## config.mk

```make
export PLATFORM = sky130hd
export DESIGN_NAME = gaussian_rejection_sampler_flat
export DESIGN_NICKNAME = d
export VERILOG_FILES = /design/src/rtl/core/grs_pkg.sv /design/src/rtl/core/grs_if.sv /design/src/rtl/core/grs_ctrl.sv /design/src/rtl/core/grs_datapath.sv /design/src/rtl/core/gaussian_rejection_sampler.sv /design/src/flat_wrapper.sv
export SDC_FILE = /design/constraint.sdc
export NUM_CORES = 2
export LEC_CHECK = 0
export ABC_AREA = 1
export BUFFER_PORTS_ARGS = -buffer_cell sky130_fd_sc_hd__buf_4
export CORE_UTILIZATION = 55
export CTS_CLUSTER_DIAMETER = 40
export DETAILED_ROUTE_END_ITERATION = 6
export PLACE_DENSITY = 0.85
export SLEW_MARGIN = 10
export SYNTH_ARGS = -nofsm -noshare
export SYNTH_HDL_FRONTEND = slang
export SYNTH_HIERARCHICAL = 1
export SYNTH_SLANG_ARGS = --single-unit
```

## constraint.sdc

```tcl
create_clock -name clk -period 11.3 [get_ports clk]
set_input_delay 2.26 -clock clk [delete_from_list [all_inputs] [get_ports clk]]
set_output_delay 2.26 -clock clk [all_outputs]
set_load 0.1 [all_outputs]
```

## src/rtl/core/grs_pkg.sv

```systemverilog
// ----------------------------------------------------------------------------
// grs_pkg
// Shared widths, constants and controller commands of the Gaussian
// rejection sampler.
// ----------------------------------------------------------------------------
package grs_pkg;

  localparam int FRAC_BITS = 16;

  localparam int GEN_W    = 31;
  localparam int HR_W     = 23;
  localparam int SAMPLE_W = 24;
  localparam int CNT_W    = 32;

  localparam int CFG_IDX_W  = 1;
  localparam int CFG_DATA_W = 31;
  localparam logic [CFG_IDX_W-1:0] CFG_SEED       = 1'd0;
  localparam logic [CFG_IDX_W-1:0] CFG_HALF_RANGE = 1'd1;

  localparam logic [GEN_W-1:0] SEED_RESET = 31'd1;
  localparam logic [HR_W-1:0]  HR_RESET   = 23'd4387707;

  localparam logic [GEN_W-1:0] LCG_MOD   = 31'h7FFF_FFFF;
  localparam logic [14:0]      LCG_MUL   = 15'd16807;
  localparam logic [28:0]      LOG2E_Q28 = 29'd387270501;
  localparam logic [29:0]      LN2_Q30   = 30'd744261118;

  // Shared multiplier operand and product widths.
  localparam int MUL_A_W = 33;
  localparam int MUL_B_W = 31;
  localparam int MUL_P_W = 64;

  // X^2/2 at or above 23 underflows the exponential.
  localparam logic [63:0] UNDERFLOW_LIM = 64'd46 << (2 * FRAC_BITS);
  localparam int T28_SH = 2 * FRAC_BITS + 1 - 28;
  localparam int T28_SH_R = (T28_SH >= 0) ? T28_SH : 0;
  localparam int T28_SH_L = (T28_SH >= 0) ? 0 : -T28_SH;
  localparam int EXP_K_W = 6;
  localparam logic [EXP_K_W-1:0] EXP_K_LIMIT = 6'd33;

  localparam int TAYLOR_TERMS = 13;
  localparam int TERM_CNT_W   = $clog2(TAYLOR_TERMS + 1);
  localparam logic [MUL_A_W-1:0] TERM_ONE = 33'h1_0000_0000;
  localparam int SUM_W = 34;

  // Term divider: a 32-bit dividend, eight quotient bits a cycle.
  localparam int DIV_W      = 32;
  localparam int DIV_DIGIT  = 8;
  localparam int DIV_STEPS  = DIV_W / DIV_DIGIT;
  localparam int DIV_STEP_W = $clog2(DIV_STEPS);

  typedef enum logic [3:0] {
    OP_NONE,
    OP_LOAD,
    OP_LCG,
    OP_FOLD,
    OP_SCALE,
    OP_SQUARE,
    OP_LOG,
    OP_FRAC,
    OP_G30,
    OP_TMUL,
    OP_DIV,
    OP_ACC,
    OP_EVAL,
    OP_COMMIT
  } grs_op_t;

  typedef struct packed {
    grs_op_t                 op;
    logic                    restart;
    logic                    first;
    logic                    sub;
    logic [TERM_CNT_W-1:0]   divisor;
  } grs_cmd_t;

endpackage

```

## src/rtl/core/grs_if.sv

```systemverilog
// ----------------------------------------------------------------------------
// grs_if
// Valid/ready channels of the Gaussian rejection sampler: draw requests in,
// draw results out.
// ----------------------------------------------------------------------------
interface grs_in_if
  import grs_pkg::*;
();
  logic valid;
  logic ready;
  logic restart;

  modport source (output valid, output restart, input ready);
  modport sink   (input valid, input restart, output ready);
endinterface

interface grs_out_if
  import grs_pkg::*;
();
  logic                       valid;
  logic                       ready;
  logic                       accepted;
  logic signed [SAMPLE_W-1:0] sample;
  logic [GEN_W-1:0]           generator_value;
  logic [CNT_W-1:0]           trials;
  logic [CNT_W-1:0]           accepts;

  modport source (output valid, output accepted, output sample, output generator_value,
                  output trials, output accepts, input ready);
  modport sink   (input valid, input accepted, input sample, input generator_value,
                  input trials, input accepts, output ready);
endinterface

```

## src/rtl/core/grs_ctrl.sv

```systemverilog
// ----------------------------------------------------------------------------
// grs_ctrl
// Sequencer of the sampler: walks each draw through the shared multiplier
// steps, the Taylor term loop and the term divider, and owns the result
// valid flag.
// ----------------------------------------------------------------------------
module grs_ctrl
  import grs_pkg::*;
(
  input  logic     clk,
  input  logic     rst_n,
  input  logic     in_valid,
  input  logic     in_restart,
  output logic     in_ready,
  input  logic     out_ready,
  output logic     out_valid,
  output grs_cmd_t cmd
);

  typedef enum logic [3:0] {
    S_IDLE,
    S_LCG,
    S_FOLD,
    S_SCALE,
    S_SQUARE,
    S_LOG,
    S_FRAC,
    S_G30,
    S_TMUL,
    S_DIV,
    S_ACC,
    S_EVAL,
    S_COMMIT
  } state_t;

  state_t                  state_r, state_nxt;
  logic [TERM_CNT_W-1:0]   n_r, n_nxt;
  logic [DIV_STEP_W-1:0]   step_r, step_nxt;
  logic                    out_valid_r, out_valid_nxt;
  logic                    out_free;
  logic                    accept;

  assign in_ready  = (state_r == S_IDLE);
  assign out_valid = out_valid_r;
  assign accept    = in_valid && in_ready;
  assign out_free  = !out_valid_r || out_ready;

  always_comb begin
    state_nxt     = state_r;
    n_nxt         = n_r;
    step_nxt      = step_r;
    out_valid_nxt = out_valid_r && !out_ready;
    cmd           = '{op: OP_NONE, restart: in_restart, first: 1'b0, sub: 1'b0,
                      divisor: n_r};
    case (state_r)
      S_IDLE: begin
        if (accept) begin
          cmd.op    = OP_LOAD;
          state_nxt = S_LCG;
        end
      end
      S_LCG: begin
        cmd.op    = OP_LCG;
        state_nxt = S_FOLD;
      end
      S_FOLD: begin
        cmd.op    = OP_FOLD;
        state_nxt = S_SCALE;
      end
      S_SCALE: begin
        cmd.op    = OP_SCALE;
        state_nxt = S_SQUARE;
      end
      S_SQUARE: begin
        cmd.op    = OP_SQUARE;
        state_nxt = S_LOG;
      end
      S_LOG: begin
        cmd.op    = OP_LOG;
        state_nxt = S_FRAC;
      end
      S_FRAC: begin
        cmd.op    = OP_FRAC;
        state_nxt = S_G30;
      end
      S_G30: begin
        cmd.op    = OP_G30;
        n_nxt     = TERM_CNT_W'(1);
        state_nxt = S_TMUL;
      end
      S_TMUL: begin
        // The previous term is folded into the sum here; odd terms subtract.
        cmd.op    = OP_TMUL;
        cmd.first = (n_r == TERM_CNT_W'(1));
        cmd.sub   = !n_r[0];
        step_nxt  = '0;
        state_nxt = S_DIV;
      end
      S_DIV: begin
        cmd.op    = OP_DIV;
        cmd.first = (step_r == '0);
        step_nxt  = step_r + DIV_STEP_W'(1);
        if (step_r == DIV_STEP_W'(DIV_STEPS - 1)) begin
          if (n_r == TERM_CNT_W'(TAYLOR_TERMS)) begin
            state_nxt = S_ACC;
          end else begin
            n_nxt     = n_r + TERM_CNT_W'(1);
            state_nxt = S_TMUL;
          end
        end
      end
      S_ACC: begin
        cmd.op    = OP_ACC;
        cmd.sub   = n_r[0];
        state_nxt = S_EVAL;
      end
      S_EVAL: begin
        cmd.op    = OP_EVAL;
        state_nxt = S_COMMIT;
      end
      S_COMMIT: begin
        if (out_free) begin
          cmd.op        = OP_COMMIT;
          out_valid_nxt = 1'b1;
          state_nxt     = S_IDLE;
        end
      end
      default: begin
        state_nxt = S_IDLE;
      end
    endcase
  end

  always_ff @(posedge clk) begin
    if (!rst_n) begin
      state_r     <= S_IDLE;
      n_r         <= '0;
      step_r      <= '0;
      out_valid_r <= 1'b0;
    end else begin
      state_r     <= state_nxt;
      n_r         <= n_nxt;
      step_r      <= step_nxt;
      out_valid_r <= out_valid_nxt;
    end
  end

endmodule

```

## src/rtl/core/grs_datapath.sv

```systemverilog
// ----------------------------------------------------------------------------
// grs_datapath
// Generator, candidate mapping, exponential approximation and counters,
// built round one shared multiplier and an eight-bit-a-cycle term divider.
// ----------------------------------------------------------------------------
module grs_datapath
  import grs_pkg::*;
(
  input  logic                        clk,
  input  logic                        rst_n,
  input  grs_cmd_t                    cmd,
  input  logic                        cfg_we,
  input  logic [CFG_IDX_W-1:0]        cfg_idx,
  input  logic [CFG_DATA_W-1:0]       cfg_data,
  output logic                        out_accepted,
  output logic signed [SAMPLE_W-1:0]  out_sample,
  output logic [GEN_W-1:0]            out_generator_value,
  output logic [CNT_W-1:0]            out_trials,
  output logic [CNT_W-1:0]            out_accepts
);

  logic [GEN_W-1:0]          seed_r, gen_r, old_r, nxt_r;
  logic [HR_W-1:0]           hr_r;
  logic [CNT_W-1:0]          trials_r, accepts_r;
  logic [MUL_P_W-1:0]        prod_r, prod_nxt;
  logic [MUL_A_W-1:0]        mul_a;
  logic [MUL_B_W-1:0]        mul_b;
  logic [SAMPLE_W-1:0]       x_r;
  logic                      zero_r;
  logic [EXP_K_W-1:0]        k_r;
  logic [29:0]               g30_r;
  logic [DIV_W-1:0]          q_r, q_nxt;
  logic [3:0]                rem_r, rem_nxt;
  logic signed [SUM_W-1:0]   sum_r, sum_upd;
  logic                      acc_r;

  logic                      out_accepted_r;
  logic [SAMPLE_W-1:0]       out_sample_r;
  logic [GEN_W-1:0]          out_gen_r;
  logic [CNT_W-1:0]          out_trials_r, out_accepts_r;

  // Generator fold: 16807*g = hi*2^31 + lo = hi*M + hi + lo.
  logic [31:0]               lcg_sum;
  logic [GEN_W-1:0]          lcg_nxt;
  // Candidate: floor(2*H*g / M) by the same fold, one correction.
  logic [23:0]               sc_q0;
  logic [31:0]               sc_sum;
  logic [24:0]               sc_q;
  logic [24:0]               x_full;
  logic [SAMPLE_W-1:0]       mag_w;
  logic [HR_W-1:0]           mag;
  logic [63:0]               sq64, t_w;
  logic                      sq_big;
  logic [33:0]               u;
  logic                      k_big;
  logic [32:0]               sum_c, e_val;
  logic [63:0]               lhs, rhs;

  always_comb begin
    lcg_sum = 32'(prod_r[30:0]) + 32'(prod_r[45:31]);
    lcg_nxt = (lcg_sum >= 32'(LCG_MOD)) ? 31'(lcg_sum - 32'(LCG_MOD)) : lcg_sum[30:0];

    sc_q0  = prod_r[54:31];
    sc_sum = 32'(prod_r[30:0]) + 32'(sc_q0);
    sc_q   = 25'(sc_q0) + 25'(sc_sum >= 32'(LCG_MOD));
    x_full = sc_q - 25'(hr_r);

    mag_w = x_r[SAMPLE_W-1] ? (~x_r + SAMPLE_W'(1)) : x_r;
    mag   = mag_w[HR_W-1:0];

    sq64   = 64'(prod_r[45:0]);
    sq_big = (sq64 >= UNDERFLOW_LIM);
    t_w    = (sq64 >> T28_SH_R) << T28_SH_L;

    u     = prod_r[61:28];
    k_big = (u[33:28] >= EXP_K_LIMIT);

    sum_upd = cmd.sub ? (sum_r - SUM_W'(q_r)) : (sum_r + SUM_W'(q_r));

    sum_c = sum_r[SUM_W-1] ? '0 : sum_r[32:0];
    e_val = zero_r ? '0 : (sum_c >> k_r);
    lhs   = {1'b0, nxt_r, 32'd0};
    rhs   = ({31'd0, e_val} << GEN_W) - {31'd0, e_val};
  end

  // Shared multiplier operand selection.
  always_comb begin
    mul_a = '0;
    mul_b = '0;
    case (cmd.op)
      OP_LCG: begin
        mul_a = MUL_A_W'(old_r);
        mul_b = MUL_B_W'(LCG_MUL);
      end
      OP_FOLD: begin
        mul_a = MUL_A_W'({hr_r, 1'b0});
        mul_b = old_r;
      end
      OP_SQUARE: begin
        mul_a = MUL_A_W'(mag);
        mul_b = MUL_B_W'(mag);
      end
      OP_LOG: begin
        mul_a = t_w[MUL_A_W-1:0];
        mul_b = MUL_B_W'(LOG2E_Q28);
      end
      OP_FRAC: begin
        mul_a = MUL_A_W'(u[27:0]);
        mul_b = MUL_B_W'(LN2_Q30);
      end
      OP_TMUL: begin
        mul_a = cmd.first ? TERM_ONE : MUL_A_W'(q_r);
        mul_b = MUL_B_W'(g30_r);
      end
      default: begin
        mul_a = '0;
        mul_b = '0;
      end
    endcase
    prod_nxt = {31'd0, mul_a} * {33'd0, mul_b};
  end

  // Term divider: eight restoring steps on a four-bit remainder.
  always_comb begin
    logic [DIV_W-1:0] acc;
    logic [3:0]       rem;
    logic [4:0]       rem5;
    acc = cmd.first ? prod_r[61:30] : q_r;
    rem = cmd.first ? 4'd0 : rem_r;
    for (int i = 0; i < DIV_DIGIT; i++) begin
      rem5 = {rem, acc[DIV_W-1]};
      acc  = {acc[DIV_W-2:0], 1'b0};
      if (rem5 >= {1'b0, cmd.divisor}) begin
        rem5   = rem5 - {1'b0, cmd.divisor};
        acc[0] = 1'b1;
      end
      rem = rem5[3:0];
    end
    q_nxt   = acc;
    rem_nxt = rem;
  end

  always_ff @(posedge clk) begin
    if (!rst_n) begin
      seed_r    <= SEED_RESET;
      hr_r      <= HR_RESET;
      gen_r     <= SEED_RESET;
      trials_r  <= '0;
      accepts_r <= '0;
    end else begin
      if (cfg_we) begin
        case (cfg_idx)
          CFG_SEED:       seed_r <= cfg_data[GEN_W-1:0];
          CFG_HALF_RANGE: hr_r   <= cfg_data[HR_W-1:0];
          default: ;
        endcase
      end
      if (cmd.op == OP_LOAD && cmd.restart) begin
        trials_r  <= '0;
        accepts_r <= '0;
      end
      if (cmd.op == OP_COMMIT) begin
        gen_r <= nxt_r;
        if (trials_r != '1) begin
          trials_r <= trials_r + CNT_W'(1);
        end
        if (acc_r && accepts_r != '1) begin
          accepts_r <= accepts_r + CNT_W'(1);
        end
      end
    end
  end

  always_ff @(posedge clk) begin
    prod_r <= prod_nxt;
    case (cmd.op)
      OP_LOAD:   old_r <= cmd.restart ? seed_r : gen_r;
      OP_FOLD:   nxt_r <= lcg_nxt;
      OP_SCALE:  x_r   <= x_full[SAMPLE_W-1:0];
      OP_LOG:    zero_r <= sq_big;
      OP_FRAC: begin
        zero_r <= zero_r | k_big;
        k_r    <= u[33:28];
      end
      OP_G30: begin
        g30_r <= prod_r[57:28];
        sum_r <= SUM_W'(TERM_ONE);
      end
      OP_TMUL: begin
        if (!cmd.first) begin
          sum_r <= sum_upd;
        end
      end
      OP_DIV: begin
        q_r   <= q_nxt;
        rem_r <= rem_nxt;
      end
      OP_ACC:    sum_r <= sum_upd;
      OP_EVAL:   acc_r <= (lhs <= rhs);
      OP_COMMIT: begin
        out_accepted_r <= acc_r;
        out_sample_r   <= acc_r ? x_r : '0;
        out_gen_r      <= nxt_r;
        out_trials_r   <= (trials_r != '1) ? trials_r + CNT_W'(1) : trials_r;
        out_accepts_r  <= (acc_r && accepts_r != '1) ? accepts_r + CNT_W'(1) : accepts_r;
      end
      default: ;
    endcase
  end

  assign out_accepted        = out_accepted_r;
  assign out_sample          = $signed(out_sample_r);
  assign out_generator_value = out_gen_r;
  assign out_trials          = out_trials_r;
  assign out_accepts         = out_accepts_r;

endmodule

```

## src/rtl/core/gaussian_rejection_sampler.sv

```systemverilog
// A new item is taken only once the last one is committed. Each item runs through
// the thirteen Taylor terms, each one pass through the shared multiplier and the
// steps of the eight-bit term divider.
// A waiting result does not block the next item; only the final commit waits.
// Reset (synchronous, rst_n low): generator 1, counters zero, seed 1, half range
// 4387707, no result valid.
// ----------------------------------------------------------------------------
// gaussian_rejection_sampler
// Top level: draw channel in, result channel out, configuration write port.
// ----------------------------------------------------------------------------
module gaussian_rejection_sampler
  import grs_pkg::*;
(
  input  logic                   clk,
  input  logic                   rst_n,
  grs_in_if.sink                 in_ch,
  grs_out_if.source              out_ch,
  input  logic                   cfg_we,
  input  logic [CFG_IDX_W-1:0]   cfg_idx,
  input  logic [CFG_DATA_W-1:0]  cfg_data
);

  grs_cmd_t cmd;

  grs_ctrl u_ctrl (
    .clk        (clk),
    .rst_n      (rst_n),
    .in_valid   (in_ch.valid),
    .in_restart (in_ch.restart),
    .in_ready   (in_ch.ready),
    .out_ready  (out_ch.ready),
    .out_valid  (out_ch.valid),
    .cmd        (cmd)
  );

  grs_datapath u_datapath (
    .clk                 (clk),
    .rst_n               (rst_n),
    .cmd                 (cmd),
    .cfg_we              (cfg_we),
    .cfg_idx             (cfg_idx),
    .cfg_data            (cfg_data),
    .out_accepted        (out_ch.accepted),
    .out_sample          (out_ch.sample),
    .out_generator_value (out_ch.generator_value),
    .out_trials          (out_ch.trials),
    .out_accepts         (out_ch.accepts)
  );

endmodule

```

## src/flat_wrapper.sv

```systemverilog
// flat-port wrapper written by rule: the top's interface ports become plain ports
module gaussian_rejection_sampler_flat import grs_pkg::*;
  (clk, rst_n, cfg_we, cfg_idx, cfg_data, in_ch_valid, in_ch_restart, in_ch_ready, out_ch_valid, out_ch_accepted, out_ch_sample, out_ch_generator_value, out_ch_trials, out_ch_accepts, out_ch_ready);
  grs_in_if in_ch_i ();
  grs_out_if out_ch_i ();
  input  logic clk;
  input  logic rst_n;
  input  logic cfg_we;
  input  logic [CFG_IDX_W-1:0] cfg_idx;
  input  logic [CFG_DATA_W-1:0] cfg_data;
  input wire logic [$bits(in_ch_i.valid)-1:0] in_ch_valid;
  input wire logic [$bits(in_ch_i.restart)-1:0] in_ch_restart;
  output wire logic [$bits(in_ch_i.ready)-1:0] in_ch_ready;
  output wire logic [$bits(out_ch_i.valid)-1:0] out_ch_valid;
  output wire logic [$bits(out_ch_i.accepted)-1:0] out_ch_accepted;
  output wire logic [$bits(out_ch_i.sample)-1:0] out_ch_sample;
  output wire logic [$bits(out_ch_i.generator_value)-1:0] out_ch_generator_value;
  output wire logic [$bits(out_ch_i.trials)-1:0] out_ch_trials;
  output wire logic [$bits(out_ch_i.accepts)-1:0] out_ch_accepts;
  input wire logic [$bits(out_ch_i.ready)-1:0] out_ch_ready;
  assign in_ch_i.valid = in_ch_valid;
  assign in_ch_i.restart = in_ch_restart;
  assign in_ch_ready = in_ch_i.ready;
  assign out_ch_valid = out_ch_i.valid;
  assign out_ch_accepted = out_ch_i.accepted;
  assign out_ch_sample = out_ch_i.sample;
  assign out_ch_generator_value = out_ch_i.generator_value;
  assign out_ch_trials = out_ch_i.trials;
  assign out_ch_accepts = out_ch_i.accepts;
  assign out_ch_i.ready = out_ch_ready;
  gaussian_rejection_sampler u_core (.clk(clk), .rst_n(rst_n), .in_ch(in_ch_i), .out_ch(out_ch_i), .cfg_we(cfg_we), .cfg_idx(cfg_idx), .cfg_data(cfg_data));
endmodule
```

== Word-level counts from Yosys, hierarchy flattened ==
Cells that the tools add are included.

* Input port bits: 38
* Flip-flop bits (word level): 536

* Order comparisons: 13
* Bitwise logic cells: 3
* Eq/ne operators: 35
* Mux-type cells: 54
* Multipliers: 1
* Reductions and logical operators: 19
* Shift-type cells: 1
* Add/subtract/negate cells: 21

{| class="wikitable"
|+ Operator list
! operator !! count
|-
| 32-bit two-way mux || 9
|-
| 33-bit case mux with 6 select lines || 1
|-
| 31-bit case mux with 6 select lines || 1
|-
| 4-bit case mux with 13 select lines || 2
|-
| 34-bit case mux with 3 select lines || 1
|-
| 33-bit two-way mux || 3
|-
| 34-bit two-way mux || 2
|-
| 32-bit by 1-bit adder with 32-bit output (second input constant) || 2
|-
| 32-bit by 31-bit >= comparator with 1-bit output (second input constant) || 2
|-
| 63-bit by 64-bit less-or-equal comparator with 1-bit output || 1
|-
| 32-bit inequality test (second input constant) || 2
|-
| 64-bit by 33-bit subtractor with 64-bit output || 1
|-
| 33-bit by 31-bit multiplier with 62-bit output || 1
|-
| 31-bit two-way mux || 2
|-
| 4-bit two-way mux || 15
|-
| 4-bit == test (second input constant) || 12
|-
| 46-bit by 38-bit >= comparator with 1-bit output (second input constant) || 1
|-
| 5-bit by 4-bit >= comparator with 1-bit output || 8
|-
| 34-bit by 32-bit adder with 34-bit output || 1
|-
| 34-bit by 32-bit subtractor with 34-bit output || 1
|-
| 33-bit by 6-bit right shift with 33-bit output || 1
|-
| 31-bit by 15-bit adder with 32-bit output || 1
|-
| 31-bit by 24-bit adder with 32-bit output || 1
|-
| 4-bit by 3-bit == test with 1-bit output (second input constant) || 8
|-
| other kinds (31) || 68
|}

== Depth between registers and ports, before layout ==
* Word-level depth: 19
* Mapped depth: 80
* Depth with buffers taken out: 79

== Hierarchy ==
The synthesis kept the hierarchy.

{| class="wikitable"
|+ Modules (own cells, without submodules)
! module !! times used !! cells an instance !! area each (µm²) !! seq. area each (µm²)
|-
| grs_datapath || 1 || 8024 || 64489.4 || 13653.1
|-
| grs_ctrl || 1 || 114 || 760.7 || 220.2
|}

== Worst setup path before layout ==
No wires, ideal clock.

* Path type: register to register
* Start: register u_core.u_ctrl.n_r[0]
* End: register u_core.u_datapath.rem_r[2], data pin
* Cell stages (with the launch flop): 78
* Path slack: -0.594 ns
* Required time: 11.170 ns
* Arrival time: 11.765 ns
* Setup time: 0.130 ns
* Cells stage by stage: dfxtp_1 -> ha_1 -> inv_1 -> o41ai_1 -> buf_6 -> inv_6 -> nand2_1 -> inv_1 -> ha_1 -> nand2_1 -> nand3b_2 -> nand2_2 -> inv_2 -> nand3_1 -> nand2_1 -> ha_1 -> a21oi_1 -> nor2_1 -> [42 not listed] -> inv_1 -> o21bai_1 -> a21oi_1 -> nor2_1 -> nor3_1 -> a21boi_2 -> nand3_1 -> nand2_1 -> ha_1 -> a21oi_1 -> o21ai_0 -> inv_1 -> nor2_1 -> nor3_1 -> inv_1 -> nor2_2 -> nand3_1 -> nand2_1

{| class="wikitable"
|+ RTL lines
! what !! line !! source
|-
| from (decl) || grs_ctrl.sv:37 || <nowiki>logic [TERM_CNT_W-1:0] n_r, n_nxt;</nowiki>
|-
| from (signal assigned) || grs_ctrl.sv:142 || <nowiki>n_r <= n_nxt;</nowiki>
|-
| to (signal assigned) || grs_datapath.sv:196 || <nowiki>rem_r <= rem_nxt;</nowiki>
|-
| to (decl) || grs_datapath.sv:33 || <nowiki>logic [3:0] rem_r, rem_nxt;</nowiki>
|}

==> flow_metrics.py <==
metrics = {
    "routing": {
        "post-route-drc-count": 7,
        "ant_nets": 0,
        "via_per_inst": 5.71,
        "post_drt_wl_per_cell_um": 22.0,
        "dr.pass1.iters": 7,
        "drt_iter0_markers": 5810,
        "vias": 59000,
        "wl_mm": 227,
    },
    "critical_path": {
        "crit_type": "reg -> reg",
        "startpoint_type": "register",
        "r2r_slack_ns": 0.31,
        "r2r_start": "u_core/u_ctrl/state_r[0]",
        "crit_arrival_ns": 11.37,
        "cp_common_cell": "nand2_2",
        "endpoint_kind": "register",
        "cpPeakStageDelay_ns": 0.33,
        "cpMaxStageDelayCell": "dfxtp_2",
        "cp-endpoint": "u_core/u_datapath/rem_r[0]",
        "crit_path_start": "u_core/u_ctrl/state_r[0]",
        "rr_worst_depth": 80,
        "r2r-end": "u_core/u_datapath/rem_r[0]",
        "crit_fanout": 5,
        "required_ns": 11.67,
    },
    "pwr": {
        "vdd_drop_max_uv": 110,
        "p_total_uw": 10100,
        "p_seq_share_pct": 25.6,
        "switching_share_pct": 43.6,
        "power.share.clock_pct": 23.7,
        "intPower_uw": 5700,
        "p_switching_uw": 4400,
        "powerDensity_nw_per_um2": 133,
        "power.leakage_uw": 0.0373,
        "combinationalPowerShare_pct": 50.8,
    },
    "global_routing": {
        "globalRouteOverflowTotal": 0,
        "grt_max_degree": 82,
        "grt_pass1_vias": 60000,
        "grt_pass1_wl_mm": 346,
        "grt_use_total_pct": 37.9,
        "antenna_found_initial": 0,
    },
    "run_status": {
        "status": "finished, violations left",
        "violations": "design-rule violations",
    },
    "clock_network": {
        "cts.sinks": 536,
        "hold_buffers": 0,
        "htreeDepth": 3,
        "clkLatencyLatePin_ns": 0.64,
        "clockBufferDepth": 3,
        "cts_buffers": 74,
        "cts_tree": "built",
        "clockRootBuffer": "clkbuf_16",
        "path_clk_slew_ns": 0.06,
    },
    "sta": {
        "hold_slack_ns": 0.467,
        "worst_slack_ns": 0.306,
        "max_freq_mhz": 91.0,
        "slew_violations": 0,
        "tightest_slew_ns": 1.28,
        "slew_headroom_pct": 14.5,
        "finalHoldViolations": 0,
        "skew_ns": 0.0350,
        "setup_viol": 0,
        "fin_crit_sh_pct": 97.3,
        "layout_min_cycle_time_ns": 10.99,
    },
    "placed_design": {
        "pre_cts_ws_ns": -0.818,
        "dp_hpwl_mm": 186,
        "post_dp_cell_area_um2": 72900,
        "gp_congestion": 1.06,
        "port_buffers": 159,
    },
    "floorplanning": {
        "io_pins": 160,
        "rows": 125,
        "die_w_um": 346,
        "dieArea_um2": 120000,
        "start_util_pct": 55.9,
        "fp.dieH_um": 346,
        "core_area_um2": 117000,
    },
    "synth": {
        "ys_warn_count": 6,
        "syn-cell-area_um2": 65300,
        "avgSynthCellArea_um2": 8.02,
        "ys_ff_latch": 536,
        "synthArstFlopShare_pct": 0,
        "yosysSeqAreaShare_pct": 21.3,
        "synthCells": 8138,
        "synth_edf_count": 314,
        "yosys.cell_types.count": 74,
        "synth_flop_cell": "edfxtp_1",
    },
    "flow_run": {
        "drv_cap": 0,
    },
    "min_path": {
        "min_path_type": "reg -> reg",
        "hold_path_depth": 2,
    },
    "finish": {
        "area_delta_synth_final_pct": 16.5,
        "nNetsFinal": 10100,
        "layout-drive-gt1-share_pct": 13.7,
        "final_area_um2": 76000,
    },
}
## cells in the mapped netlist, types with 22 or more instances
| library cell | number | share of area (%) |
|---|---|---|
| edfxtp_1 | 314 | 14 |
| a31oi_1 | 34 | 0.33 |
| or2_2 | 24 | 0.23 |
| clkbuf_1 | 240 | 1.4 |
| inv_2 | 29 | 0.17 |
| nand3_1 | 296 | 2.3 |
| fa_1 | 904 | 28 |
| buf_2 | 31 | 0.24 |
| dfxtp_1 | 222 | 6.8 |
| nand2_1 | 1871 | 11 |
| xnor2_1 | 66 | 0.89 |
| a21oi_1 | 346 | 2.7 |
| ha_1 | 418 | 8.0 |
| inv_1 | 1576 | 9.1 |
| nor4_1 | 32 | 0.31 |
| o22ai_1 | 37 | 0.35 |
| nor2_1 | 726 | 4.2 |
| o21a_1 | 23 | 0.26 |
| o21ai_0 | 261 | 2.0 |
| o211ai_1 | 22 | 0.25 |
| o21ai_1 | 25 | 0.19 |
| nor3_1 | 103 | 0.79 |
| xor2_1 | 190 | 2.6 |
| buf_1 | 26 | 0.15 |
| nand4_1 | 56 | 0.54 |
| a211oi_1 | 22 | 0.25 |
## registers in the layout (all words and copies together), names as in the netlist, 2 cells and up
register                               count
u_core/u_datapath/accepts_r               32
u_core/u_datapath/trials_r                32
u_core/u_datapath/q_r                     32
u_core/u_datapath/out_accepts             32
u_core/u_datapath/rem_r                    4
u_core/u_datapath/nxt_r                   31
u_core/u_ctrl/step_r                       2
u_core/u_datapath/sum_r                   34
u_core/u_datapath/gen_r                   31
u_core/u_datapath/x_r                     24
u_core/u_ctrl/n_r                          4
u_core/u_ctrl/state_r                      4
u_core/u_datapath/prod_r                  62
u_core/u_datapath/out_generator_value     31
u_core/u_datapath/out_trials              32
u_core/u_datapath/hr_r                    23
u_core/u_datapath/seed_r                  31
u_core/u_datapath/k_r                      6
u_core/u_datapath/out_sample              24
u_core/u_datapath/g30_r                   30
u_core/u_datapath/old_r                   31
## critical path: cells and delay by family (launching register included)
kind                     cells  cell delay [ns]
AND/OR/NAND/NOR             39             3.78
adder cells (fa/ha/maj)      8             1.82
AO/OA/AOI/OAI               17             2.79
flip-flops                   1             0.33
buffers and inverters       16             1.96
## what timing repair did
action | in CTS | in global routing
buffers inserted | 11 | 12
resized for setup | 21 | 75
setup endpoints to repair | 10 | 12
pin swaps | 9 | 24
## metal layers
| metal | GRT usage, % | vias to the layer above | wire length, um |
|---|---|---|---|
| met3 | 6.55 | 715 | 21600 |
| met2 | 61.8 | 3186 | 105000 |
| li1 | - | 26400 | - |
| met4 | 20.2 | 0 | 14400 |
| met5 | 0 | - | 0 |
| met1 | 48.1 | 28700 | 85900 |
## metrics by stage
step                util, %  TNS (ns)  instances
detailed placement     62.4     -7.29      10200
floorplan                 -         0       8144
CTS                    64.7         0      10300
global placement       62.4     -7.64      10200
finish                 65.1         0      10300
global route           65.1     -1.01      10300
## placed cells by master, fill, tap and decap left out, types with 42 or more instances in the layout
cell	count
nand2_1	1849
inv_1	1570
fa_1	904
buf_4	774
nor2_1	710
ha_1	401
a21oi_1	335
edfxtp_1	314
nand3_1	294
o21ai_0	256
dfxtp_1	217
xor2_1	190
nor3_1	95
clkbuf_16	79
xnor2_1	66
nand4_1	56
buf_12	55
nand2_2	42
## power groups by stage
stage	logic (uW)	clock network [uW]	registers, uW
2_1_floorplan	2920	0	2400
3_3_place_gp	4890	0	2600
3_5_place_dp	4980	0	2590
4_1_cts	5030	2410	2550
5_1_grt	5600	2480	2560
6_report	5130	2390	2580
## final cells by class
type,count,area [um^2]
Inverter,1624,6100
Timing Repair Buffer,834,6970
Antenna cell,2,5.00
Tap cell,1524,1910
Fill cell,9621,40800
Clock inverter,47,504
Sequential cell,536,13900
Multi-Input combinational cell,5678,44600
Clock buffer,91,2020
## how the worst min path moves through the flow
stage / startpoint / end
3_5_place_dp: u_core/u_datapath/seed_r[0] / u_core/u_datapath/seed_r[0]
6_report: u_core/u_datapath/trials_r[31] / u_core/u_datapath/trials_r[31]
2_1_floorplan: u_core/u_datapath/prod_r[60] / u_core/u_datapath/k_r[4]
4_1_cts: u_core/u_datapath/seed_r[0] / u_core/u_datapath/seed_r[0]
5_1_grt: u_core/u_datapath/seed_r[0] / u_core/u_datapath/seed_r[0]
3_3_place_gp: u_core/u_datapath/seed_r[0] / u_core/u_datapath/seed_r[0]
## cells by family (layout without fill, tap and decap cells)
| family | after synthesis | count (layout) | share of synthesized area, % |
|---|---|---|---|
| simple gates | 3205 | 3205 | 20.5 |
| buf+inv | 1930 | 2596 | 11.2 |
| fa+ha+maj | 1322 | 1322 | 35.8 |
| compound gates | 887 | 887 | 7.81 |
| flops | 536 | 536 | 21.3 |
| xor+xnor | 256 | 256 | 3.44 |
| other cells | 2 | 10 | 0.0115 |
(Power assumes the default switching activity.)
